### config.mk
export PLATFORM = sky130hd
export DESIGN_NAME = vtdi_ctrl
export DESIGN_NICKNAME = d
export VERILOG_FILES = /design/src/design/vtdi_pkg.sv /design/src/design/vtdi_ctrl.sv
export SDC_FILE = /design/constraint.sdc
export NUM_CORES = 1
export LEC_CHECK = 0
export ABC_AREA = 1
export BUFFER_PORTS_ARGS = -buffer_cell sky130_fd_sc_hd__buf_2
export CAP_MARGIN = 20
export CORE_AREA = 3 3 40 42
export DETAILED_ROUTE_END_ITERATION = 7
export DIE_AREA = 0 0 43 45
export GPL_TIMING_DRIVEN = 1
export HOLD_SLACK_MARGIN = 0.06
export PLACE_DENSITY = 0.32
export SETUP_SLACK_MARGIN = 0.3
export SLEW_MARGIN = 10
export SYNTH_ARGS = -nofsm -noshare
export SYNTH_HDL_FRONTEND = slang
export SYNTH_SLANG_ARGS = --single-unit
### constraint.sdc
create_clock -name clock -period 0.8 [get_ports clock]
set_input_delay 0.12 -clock clock [delete_from_list [all_inputs] [get_ports clock]]
set_output_delay 0.12 -clock clock [all_outputs]
set_load 0.1 [all_outputs]
### src/design/vtdi_pkg.sv
// Shared types and constants for the vertex triple dedup indexer.
`timescale 1ns / 1ps
`default_nettype none
package vtdi_pkg;

   // Key store geometry
   localparam int TABLE_DEPTH = 1024;
   localparam int IDX_W       = $clog2(TABLE_DEPTH);
   localparam int CNT_W       = $clog2(TABLE_DEPTH + 1);
   localparam int KEY_W       = 48;
   localparam int REF_W       = 16;
   localparam int ZREF_W      = 17;
   localparam int VTX_W       = 10;

   // Action codes
   localparam logic ACT_INDEX = 1'b0;
   localparam logic ACT_CLEAR = 1'b1;

   // Controller to datapath commands
   typedef struct packed {
      logic load;     // latch the request beat, rewind the scan
      logic rd_en;    // read the key store at the scan index
      logic step;     // advance the scan index
      logic set_hit;  // record a match at the scan index
      logic emit;     // build the response beat, append on a miss
   } dp_cmd_type;

   // Datapath to controller status
   typedef struct packed {
      logic clear_act;  // request beat asks for a table clear
      logic empty;      // no entries stored
      logic match;      // read key equals the latched key
      logic last;       // scan index is the last stored entry
      logic slot_free;  // response register can take a beat
   } dp_status_type;

endpackage
`default_nettype wire

### src/design/vtdi_ctrl.sv
// Controller state machine: accept, scan the key store, respond.
`timescale 1ns / 1ps
`default_nettype none
module vtdi_ctrl (
   input  wire logic                   clock,
   input  wire logic                   reset,
   input  wire logic                   req_valid,
   output logic                        req_stall,
   input  wire vtdi_pkg::dp_status_type st,
   output vtdi_pkg::dp_cmd_type        cmd
);
   import vtdi_pkg::*;

   localparam logic [1:0] ST_IDLE  = 2'd0;
   localparam logic [1:0] ST_SCAN  = 2'd1;
   localparam logic [1:0] ST_CHECK = 2'd2;
   localparam logic [1:0] ST_RESP  = 2'd3;

   logic [1:0] state_ff;
   logic [1:0] state_in;
   logic       accept;

   assign req_stall = (state_ff != ST_IDLE);
   assign accept    = req_valid && !req_stall;

   // Next state and commands
   always_comb begin
      state_in = state_ff;
      cmd      = '0;
      case (state_ff)
         ST_IDLE: begin
            if (accept) begin
               cmd.load = 1'b1;
               if (st.clear_act) begin
                  state_in = ST_IDLE;
               end else if (st.empty) begin
                  state_in = ST_RESP;
               end else begin
                  state_in = ST_SCAN;
               end
            end
         end
         ST_SCAN: begin
            cmd.rd_en = 1'b1;
            state_in  = ST_CHECK;
         end
         ST_CHECK: begin
            if (st.match) begin
               cmd.set_hit = 1'b1;
               state_in    = ST_RESP;
            end else if (st.last) begin
               state_in = ST_RESP;
            end else begin
               cmd.step = 1'b1;
               state_in = ST_SCAN;
            end
         end
         ST_RESP: begin
            if (st.slot_free) begin
               cmd.emit = 1'b1;
               state_in = ST_IDLE;
            end
         end
         default: begin
            state_in = ST_IDLE;
         end
      endcase
   end

   // State register
   always_ff @(posedge clock) begin
      if (reset) begin
         state_ff <= ST_IDLE;
      end else begin
         state_ff <= state_in;
      end
   end

endmodule
`default_nettype wire

# Word-level counts from Yosys, hierarchy flattened
# Cells that the tools add are included.
[op_classes]
eq_ne = 5
n_reduce_logical = 5
mux = 16
[op_table]
columns = ["cell", "n"]
rows = [
  ["2-to-1 mux 2 bit", 7],
  ["2-to-1 mux 1 bit", 8],
  ["case mux 2 bit (4 select lines)", 1],
  ["== test 2 bit, second input constant", 2],
  ["!= test 2 bit, second input constant", 2],
  ["== test 2 x 1 -> 1 bit, second input constant", 1],
  ["logical NOT 2 bit", 1],
  ["AND reduction 2 bit", 1],
  ["nonzero test 2 bit", 1],
  ["logical AND 1 bit", 1],
  ["logical NOT 1 bit", 1],
]
[word_totals]
ff_bits = 2
elab_cells = 27

# Longest topological paths before layout
# Gate-level depths: netlist of run 1.
[logic_depth]
word_depth = 5
depth_mapped = 6

# Worst setup path before layout of run 1
# Ideal clock, no wire load.
[synth_timing]
path_type = "register -> output"
start = "register state_ff[0]"
end = "output cmd[4] (netlist bit)"
path_stages_with_launch = 4
required_ns = 0.680
setup_slack_ns = -1.608
arrival_time_ns = 2.288
path_cell_list = "dfxtp_1 nor2_2 inv_1 nor2_1"
[synth_rtl]
columns = ["item", "line", "text"]
rows = [
  ["from (decl)", "vtdi_ctrl.sv:19", "logic [1:0] state_ff;"],
  ["from (signal assigned)", "vtdi_ctrl.sv:75", "state_ff <= state_in;"],
  ["to (decl)", "vtdi_ctrl.sv:10", "output vtdi_pkg::dp_cmd_type cmd"],
]

==> results of run 1 <==
==> power breakdown <==
group          total [mW]  switching, mW  internal (mW)  leakage [nW]
Combinational       0.456          0.286          0.170         0.180
Sequential          0.130         0.0193          0.110        0.0178
Clock               0.253         0.0674          0.186        0.0150
==> per-stage QoR <==
step           cells  hold slack [ns]  cell area, µm²  setup TNS [ns]  total power, mW
2_1_floorplan     30           0.1751           212.7          -2.579           0.3976
3_3_place_gp      61           0.2889           409.1          -1.226           0.5552
3_5_place_dp      61           0.2958           409.1          -1.214           0.5567
4_1_cts           65          0.06122           467.9          -2.537           0.8586
5_1_grt           65          0.05965           467.9          -2.838           0.8960
6_report          65          0.07141           467.9          -2.383           0.8394
==> cell families after synthesis <==
group / Yosys count
AO/OA/AOI/OAI: 3
flip-flops: 2
buffers and inverters: 9
AND/OR/NAND/NOR: 16
==> timing repair <==
item,4_1_cts,5_1_grt
endpoints found under the setup margin,8,8
hold endpoints to repair,0,1
pin swaps,7,2
resized for setup,10,0
==> layout make-up <==
class,count,area [µm²],area share (%)
Clock buffer,4,26.28,5.615
Inverter,9,40.04,8.556
Multi-Input combinational cell,19,153.9,32.89
Sequential cell,2,47.55,10.16
Tap cell,15,18.77,4.011
Timing Repair Buffer,16,181.4,38.77
==> critical path, delay by kind of cell (launching register included) <==
family / cells / cell delay, ns
flip-flops: 1 / 0.37
buffers and inverters: 3 / 0.30
AND/OR/NAND/NOR: 2 / 0.18
==> synthesized netlist by cell type <==
cell,instances,area share (%)
a21oi_1,2,5.9
a21oi_2,1,5.2
dfxtp_1,2,24
inv_1,8,18
inv_2,1,2.2
nand2_1,6,13
nand2_2,1,3.7
nand3_1,2,5.9
nand3_2,1,5.9
nor2_1,4,8.9
nor2_2,2,7.4
==> worst paths after layout <==
kind               start          end  depth (start not counted)
min                reset  state_ff[0]                          2
min reg2reg  state_ff[0]  state_ff[0]                          3
max          state_ff[1]       cmd[2]                          5
max reg2reg  state_ff[1]  state_ff[1]                          6
==> routing by layer <==
layer / routed length (µm) / GRT usage (%)
met1: 191 / 6.699
met2: 325 / 12.28
met3: 51 / 4.781
met4: 0 / 5.422
met5: 0 / 0
==> cell usage in the layout (no fill, tap or decap), drive strengths merged <==
cell and instances:
clkinvlp 1, clkbuf 4, nand3 3, nand2 7
nor2 6, dfxtp 2, buf 16, a21oi 3
inv 8
==> flow_summary_export.csv, run 1 <==
group,metric,value,unit
sta,clock_skew,0.0006177,ns
logic_synthesis,syn_nets,38,
sta,finalCritPeriodShare,148.6,%
global_route,grt_max_degree,7,
logic_synthesis,synth_compound_area_share,11.11,%
final_layout,top_register,"state_ff",
clock_network,postCtsHoldBufs,0,
final_layout,drive_above_1_share,76.00,%
logic_synthesis,synth_top_family_by_area,"simple AND/OR/NAND/NOR gates",
final_layout,fillers,146,
logic_synthesis,syn_area,168.9,µm²
sta,finalHoldViolCount,0,
floorplan,rows,13,
critical_path,critPathRequiredTime,0.68,ns
final_layout,insertedDiodeCount,0,
logic_synthesis,syn_area_per_cell,5.630,µm²
sta,timing.fmax,841.4,MHz
drt,dr.pass1.iters,2,
final_layout,largest_register_ff_count,2,
critical_path,critPathMaxFanout,3,
drt,wl,568,µm
logic_synthesis,synth_xor_area_share,0,%
drt,avgViaCountPerCell,3.692,
logic_synthesis,netlist_instances,30,
floorplan,dieWidth,43,µm
critical_path,cp.arrival,1.07,ns
final_layout,synthToLayoutAreaGrowth,177.0,%
critical_path,worst_path_max_delay_cell,"dfxtp_4",
drt,drt_iter0_markers,1,
sta,rsz0062_at_grt,"true",
clock_network,post_cts_buffers,0,
critical_path,cp_slowest_stage_delay,0.37,ns
pwr,leakagePower,0.2126,nW
placement,globalplace.congestion,0.6027,
sta,worst_pin_slew,0.1757,ns
logic_synthesis,synth_fa_ha_area_share,0,%
final_layout,nets,59,
logic_synthesis,synth-seq-area-share,23.70,%
pwr,powerDensity,1794,nW/µm²
drt,ant_nets,0,
logic_synthesis,synthSimpleGateAreaFrac,45.19,%
logic_synthesis,ys_types,11,
clock_network,cts-root-buf,"clkbuf_4",
clock_network,cts_buffer_depth,2,
sta,slew_violations,0,
sta,setup_violations,8,
global_route,antenna_found_initial,0,
floorplan,fp.dieArea,1935,µm²
logic_synthesis,ys_ff_latch,2,
logic_synthesis,synth_warnings,0,
clock_network,clock_latency,0.23,ns
drt,drcViolationCount,0,
clock_network,cts.sink_count,2,
global_route,globalRoute.totalOverflow,0,
sta,min_period,1.188,ns
critical_path,worst_setup_path_end_kind,"output port",
clock_network,path_clk_slew,0.03,ns
sta,relSlewSlack,88.28,%
floorplan,core,1285,µm²
critical_path,crit_top_cell,"nor2_4",
final_layout,top_regs,"state_ff x2",
clock_network,cts_tree,"done",
sta,timing.final.ws_setup,-0.3885,ns
placement,dp_hpwl,453.3,µm
drt,vias,240,
floorplan,initial_core_util,13.15,%
final_layout,final_util,36.42,%
placement,place_worst_setup_slack,-0.2325,ns
critical_path,setup.worst_path.start_class,"flip-flop",
status,violations,"setup timing",
critical_path,crit_type,"flip-flop to output port",
floorplan,die_h,45,µm
placement,io_buffers,13,
clock_network,cts_made_buffers,3,
global_route,grt_pass1_wl,1.021,mm
global_route,grt_pass1_vias,262,
logic_synthesis,synth_mux_area_share,0,%
hold_path,hold_class,"input port to flip-flop",
global_route,track_usage,7.475,%
critical_path,r2r_slack,-0.13,ns
clock_network,htreeDepth,1,
floorplan,io_pins,14,
drt,routedWlPerCell,8.738,µm
critical_path,crit_chain,"inv_4 > nor2_4 > inv_2 > nor2_4 > buf_12",
run,cap_violations,0,
status,outcome,"finished, violations left",
pwr,vdd_drop_max,664.5,µV
(Power assumes the default switching activity.)
==> run 2, diff against run 1 <==
Settings changed: PLACE_DENSITY 0.32 to 0.31.
Clock period 0.8 ns to 1.1 ns, I/O delays scaled along.
==> run 2 against run 1 <==
  * The run still ends with setup timing left
  * First-iteration DRC count rose to 3.0 times the previous value
  * Critical endpoint unchanged
  * Largest power group unchanged
  * Sequential power down 27%
  * Utilization up 0.68 points
  * Worst hold slack better by 0.050 ns
  * Combinational power down 26%
  * Non-clock buffer count up 1
  * Routed wire length down 11%
  * Clock skew up 0.0036 ns
  * Register-to-register slack better by 0.25 ns
==> flow_summary_export.csv, run 2 (synthesis gave the netlist of run 1 again) <==
group,metric,value,unit
status,outcome,"finished, violations left",
status,violations,"setup timing",
sta,worst_pin_slew,0.1409,ns
critical_path,crit_top_cell,"nor2_4",
sta,timing.final.ws_setup,-0.1627,ns
critical_path,cp.arrival,1.10,ns
clock_network,cts-root-buf,"clkbuf_4",
drt,vias,235,
critical_path,rr_startpoint,"state_ff[1]",
clock_network,postCtsHoldBufs,0,
critical_path,crit_chain,"inv_4 > nor2_4 > inv_2 > nor2_4 > buf_12",
floorplan,io_pins,14,
critical_path,r2r_slack,0.12,ns
floorplan,dieWidth,43,µm
final_layout,largest_register_ff_count,2,
placement,placed_area,386.6,µm²
run,cap_violations,0,
final_layout,synthToLayoutAreaGrowth,182.2,%
global_route,globalRoute.totalOverflow,0,
final_layout,nets,60,
final_layout,fin_area,476.7,µm²
floorplan,rows,13,
critical_path,crit_type,"flip-flop to output port",
clock_network,htreeDepth,1,
clock_network,cts.sink_count,2,
placement,dp_hpwl,416.6,µm
clock_network,cts_made_buffers,3,
floorplan,die_h,45,µm
final_layout,top_register,"state_ff",
floorplan,initial_core_util,13.15,%
final_layout,fin_cells,65,
hold_path,holdPathEnd,"state_ff[1]",
sta,finalCritPeriodShare,114.8,%
drt,routedWlPerCell,7.769,µm
hold_path,hold-path-cell-count,2,
sta,timing.fmax,792.0,MHz
critical_path,r2r_cells,7,
drt,ant_nets,0,
global_route,grt_max_degree,7,
drt,drt_iter0_markers,3,
pwr,leakagePower,0.2156,nW
final_layout,top_regs,"state_ff x2",
final_layout,final_common_cell,"buf_2",
final_layout,drive_above_1_share,76.00,%
critical_path,worst_setup_path_end_kind,"output port",
sta,setup_violations,6,
final_layout,final_cell_mix,"buf_2 (7), nor2_4 (6), buf_12 (6), inv_1 (5), nand2_1 (5)",
floorplan,fp.dieArea,1935,µm²
critical_path,setup.worst_path.start_class,"flip-flop",
critical_path,worst_path_max_delay_cell,"dfxtp_4",
sta,clock_skew,0.004263,ns
drt,wl,505,µm
placement,dp_cells,59,
critical_path,critPathMaxFanout,4,
critical_path,cp_slowest_stage_delay,0.37,ns
sta,relSlewSlack,90.58,%
sta,rsz0062_at_grt,"true",
pwr,vdd_drop_max,791.6,µV
floorplan,core,1285,µm²
drt,dr.pass1.iters,3,
final_layout,final_util,37.10,%
drt,drcViolationCount,0,
sta,slew_violations,0,
sta,holdWs,0.1212,ns
hold_path,hold_class,"input port to flip-flop",
clock_network,cts_tree,"done",
placement,globalplace.congestion,0.6370,
global_route,antenna_found_initial,0,
global_route,grt_pass1_vias,237,
clock_network,path_clk_slew,0.03,ns
drt,avgViaCountPerCell,3.615,
pwr,powerDensity,1244,nW/µm²
critical_path,critPathRequiredTime,0.94,ns
clock_network,cts_buffer_depth,2,
sta,min_period,1.263,ns
global_route,grt_pass1_wl,910,µm
placement,io_buffers,13,
final_layout,insertedDiodeCount,0,
critical_path,r2r_end,"state_ff[1]",
placement,place_worst_setup_slack,0.03464,ns
sta,finalHoldViolCount,0,
hold_path,hold_start,"reset",
clock_network,clock_latency,0.22,ns
global_route,track_usage,6.146,%
-- run 2: changes by cell type in the layout (fill, tap and decap cells not counted), sizes merged --
| cell | delta |
|---|---|
| clkbuf | -1 |
| buf | +1 |
-- run 2: critical path, delay by kind of cell (launching register included) --
kind	cells	cell delay, ns
buffers and inverters	3	0.30
flip-flops	1	0.37
AND/OR/NAND/NOR	2	0.21
-- run 2: area by class of cell --
class / instances / area [µm²]
timing repair buffer: 17 / 196.4
tap: 15 / 18.77
clock buffer: 3 / 22.52
multi-input combinational: 19 / 151.4
inverter: 9 / 40.04
sequential: 2 / 47.55
fill: 136 / 808.3
-- run 2: metrics by stage --
stage	setup TNS (ns)	power (mW)
detailed placement	0	0.3927
floorplan	-0.9512	0.2855
global route	-0.9714	0.6262
CTS	-0.6846	0.5815
finish	-0.6842	0.5930
global placement	0	0.3928
-- run 2: timing repair --
| action | CTS | global route |
|---|---|---|
| buffers inserted | 2 | 1 |
| pin swaps | 1 | 5 |
| resized for setup | 8 | 5 |
| endpoints found under the setup margin | 8 | 8 |
-- run 2: worst max path at each step --
stage                     start  endpoint  slack (ns)  cells past startpoint
floorplan           state_ff[0]    cmd[4]       -0.58                      3
global placement    state_ff[1]    cmd[1]        0.04                      5
detailed placement  state_ff[1]    cmd[1]        0.03                      5
CTS                 state_ff[1]    cmd[2]       -0.16                      5
global route        state_ff[1]    cmd[2]       -0.21                      5
finish              state_ff[1]    cmd[2]       -0.16                      5
-- run 2: layer usage --
layer  share of wire, %  GRT usage (%)
met5                  0              0
met4                  0          3.614
met3                8.9          1.992
met2                 53          9.880
met1                 38          7.177
-- run 2: where the power goes --
| part | internal, mW | leakage (nW) | switching, mW |
|---|---|---|---|
| Combinational | 0.133 | 0.184 | 0.207 |
| Clock | 0.120 | 0.0138 | 0.0387 |
| Sequential | 0.0803 | 0.0178 | 0.0148 |
| Total | 0.333 | 0.216 | 0.260 |
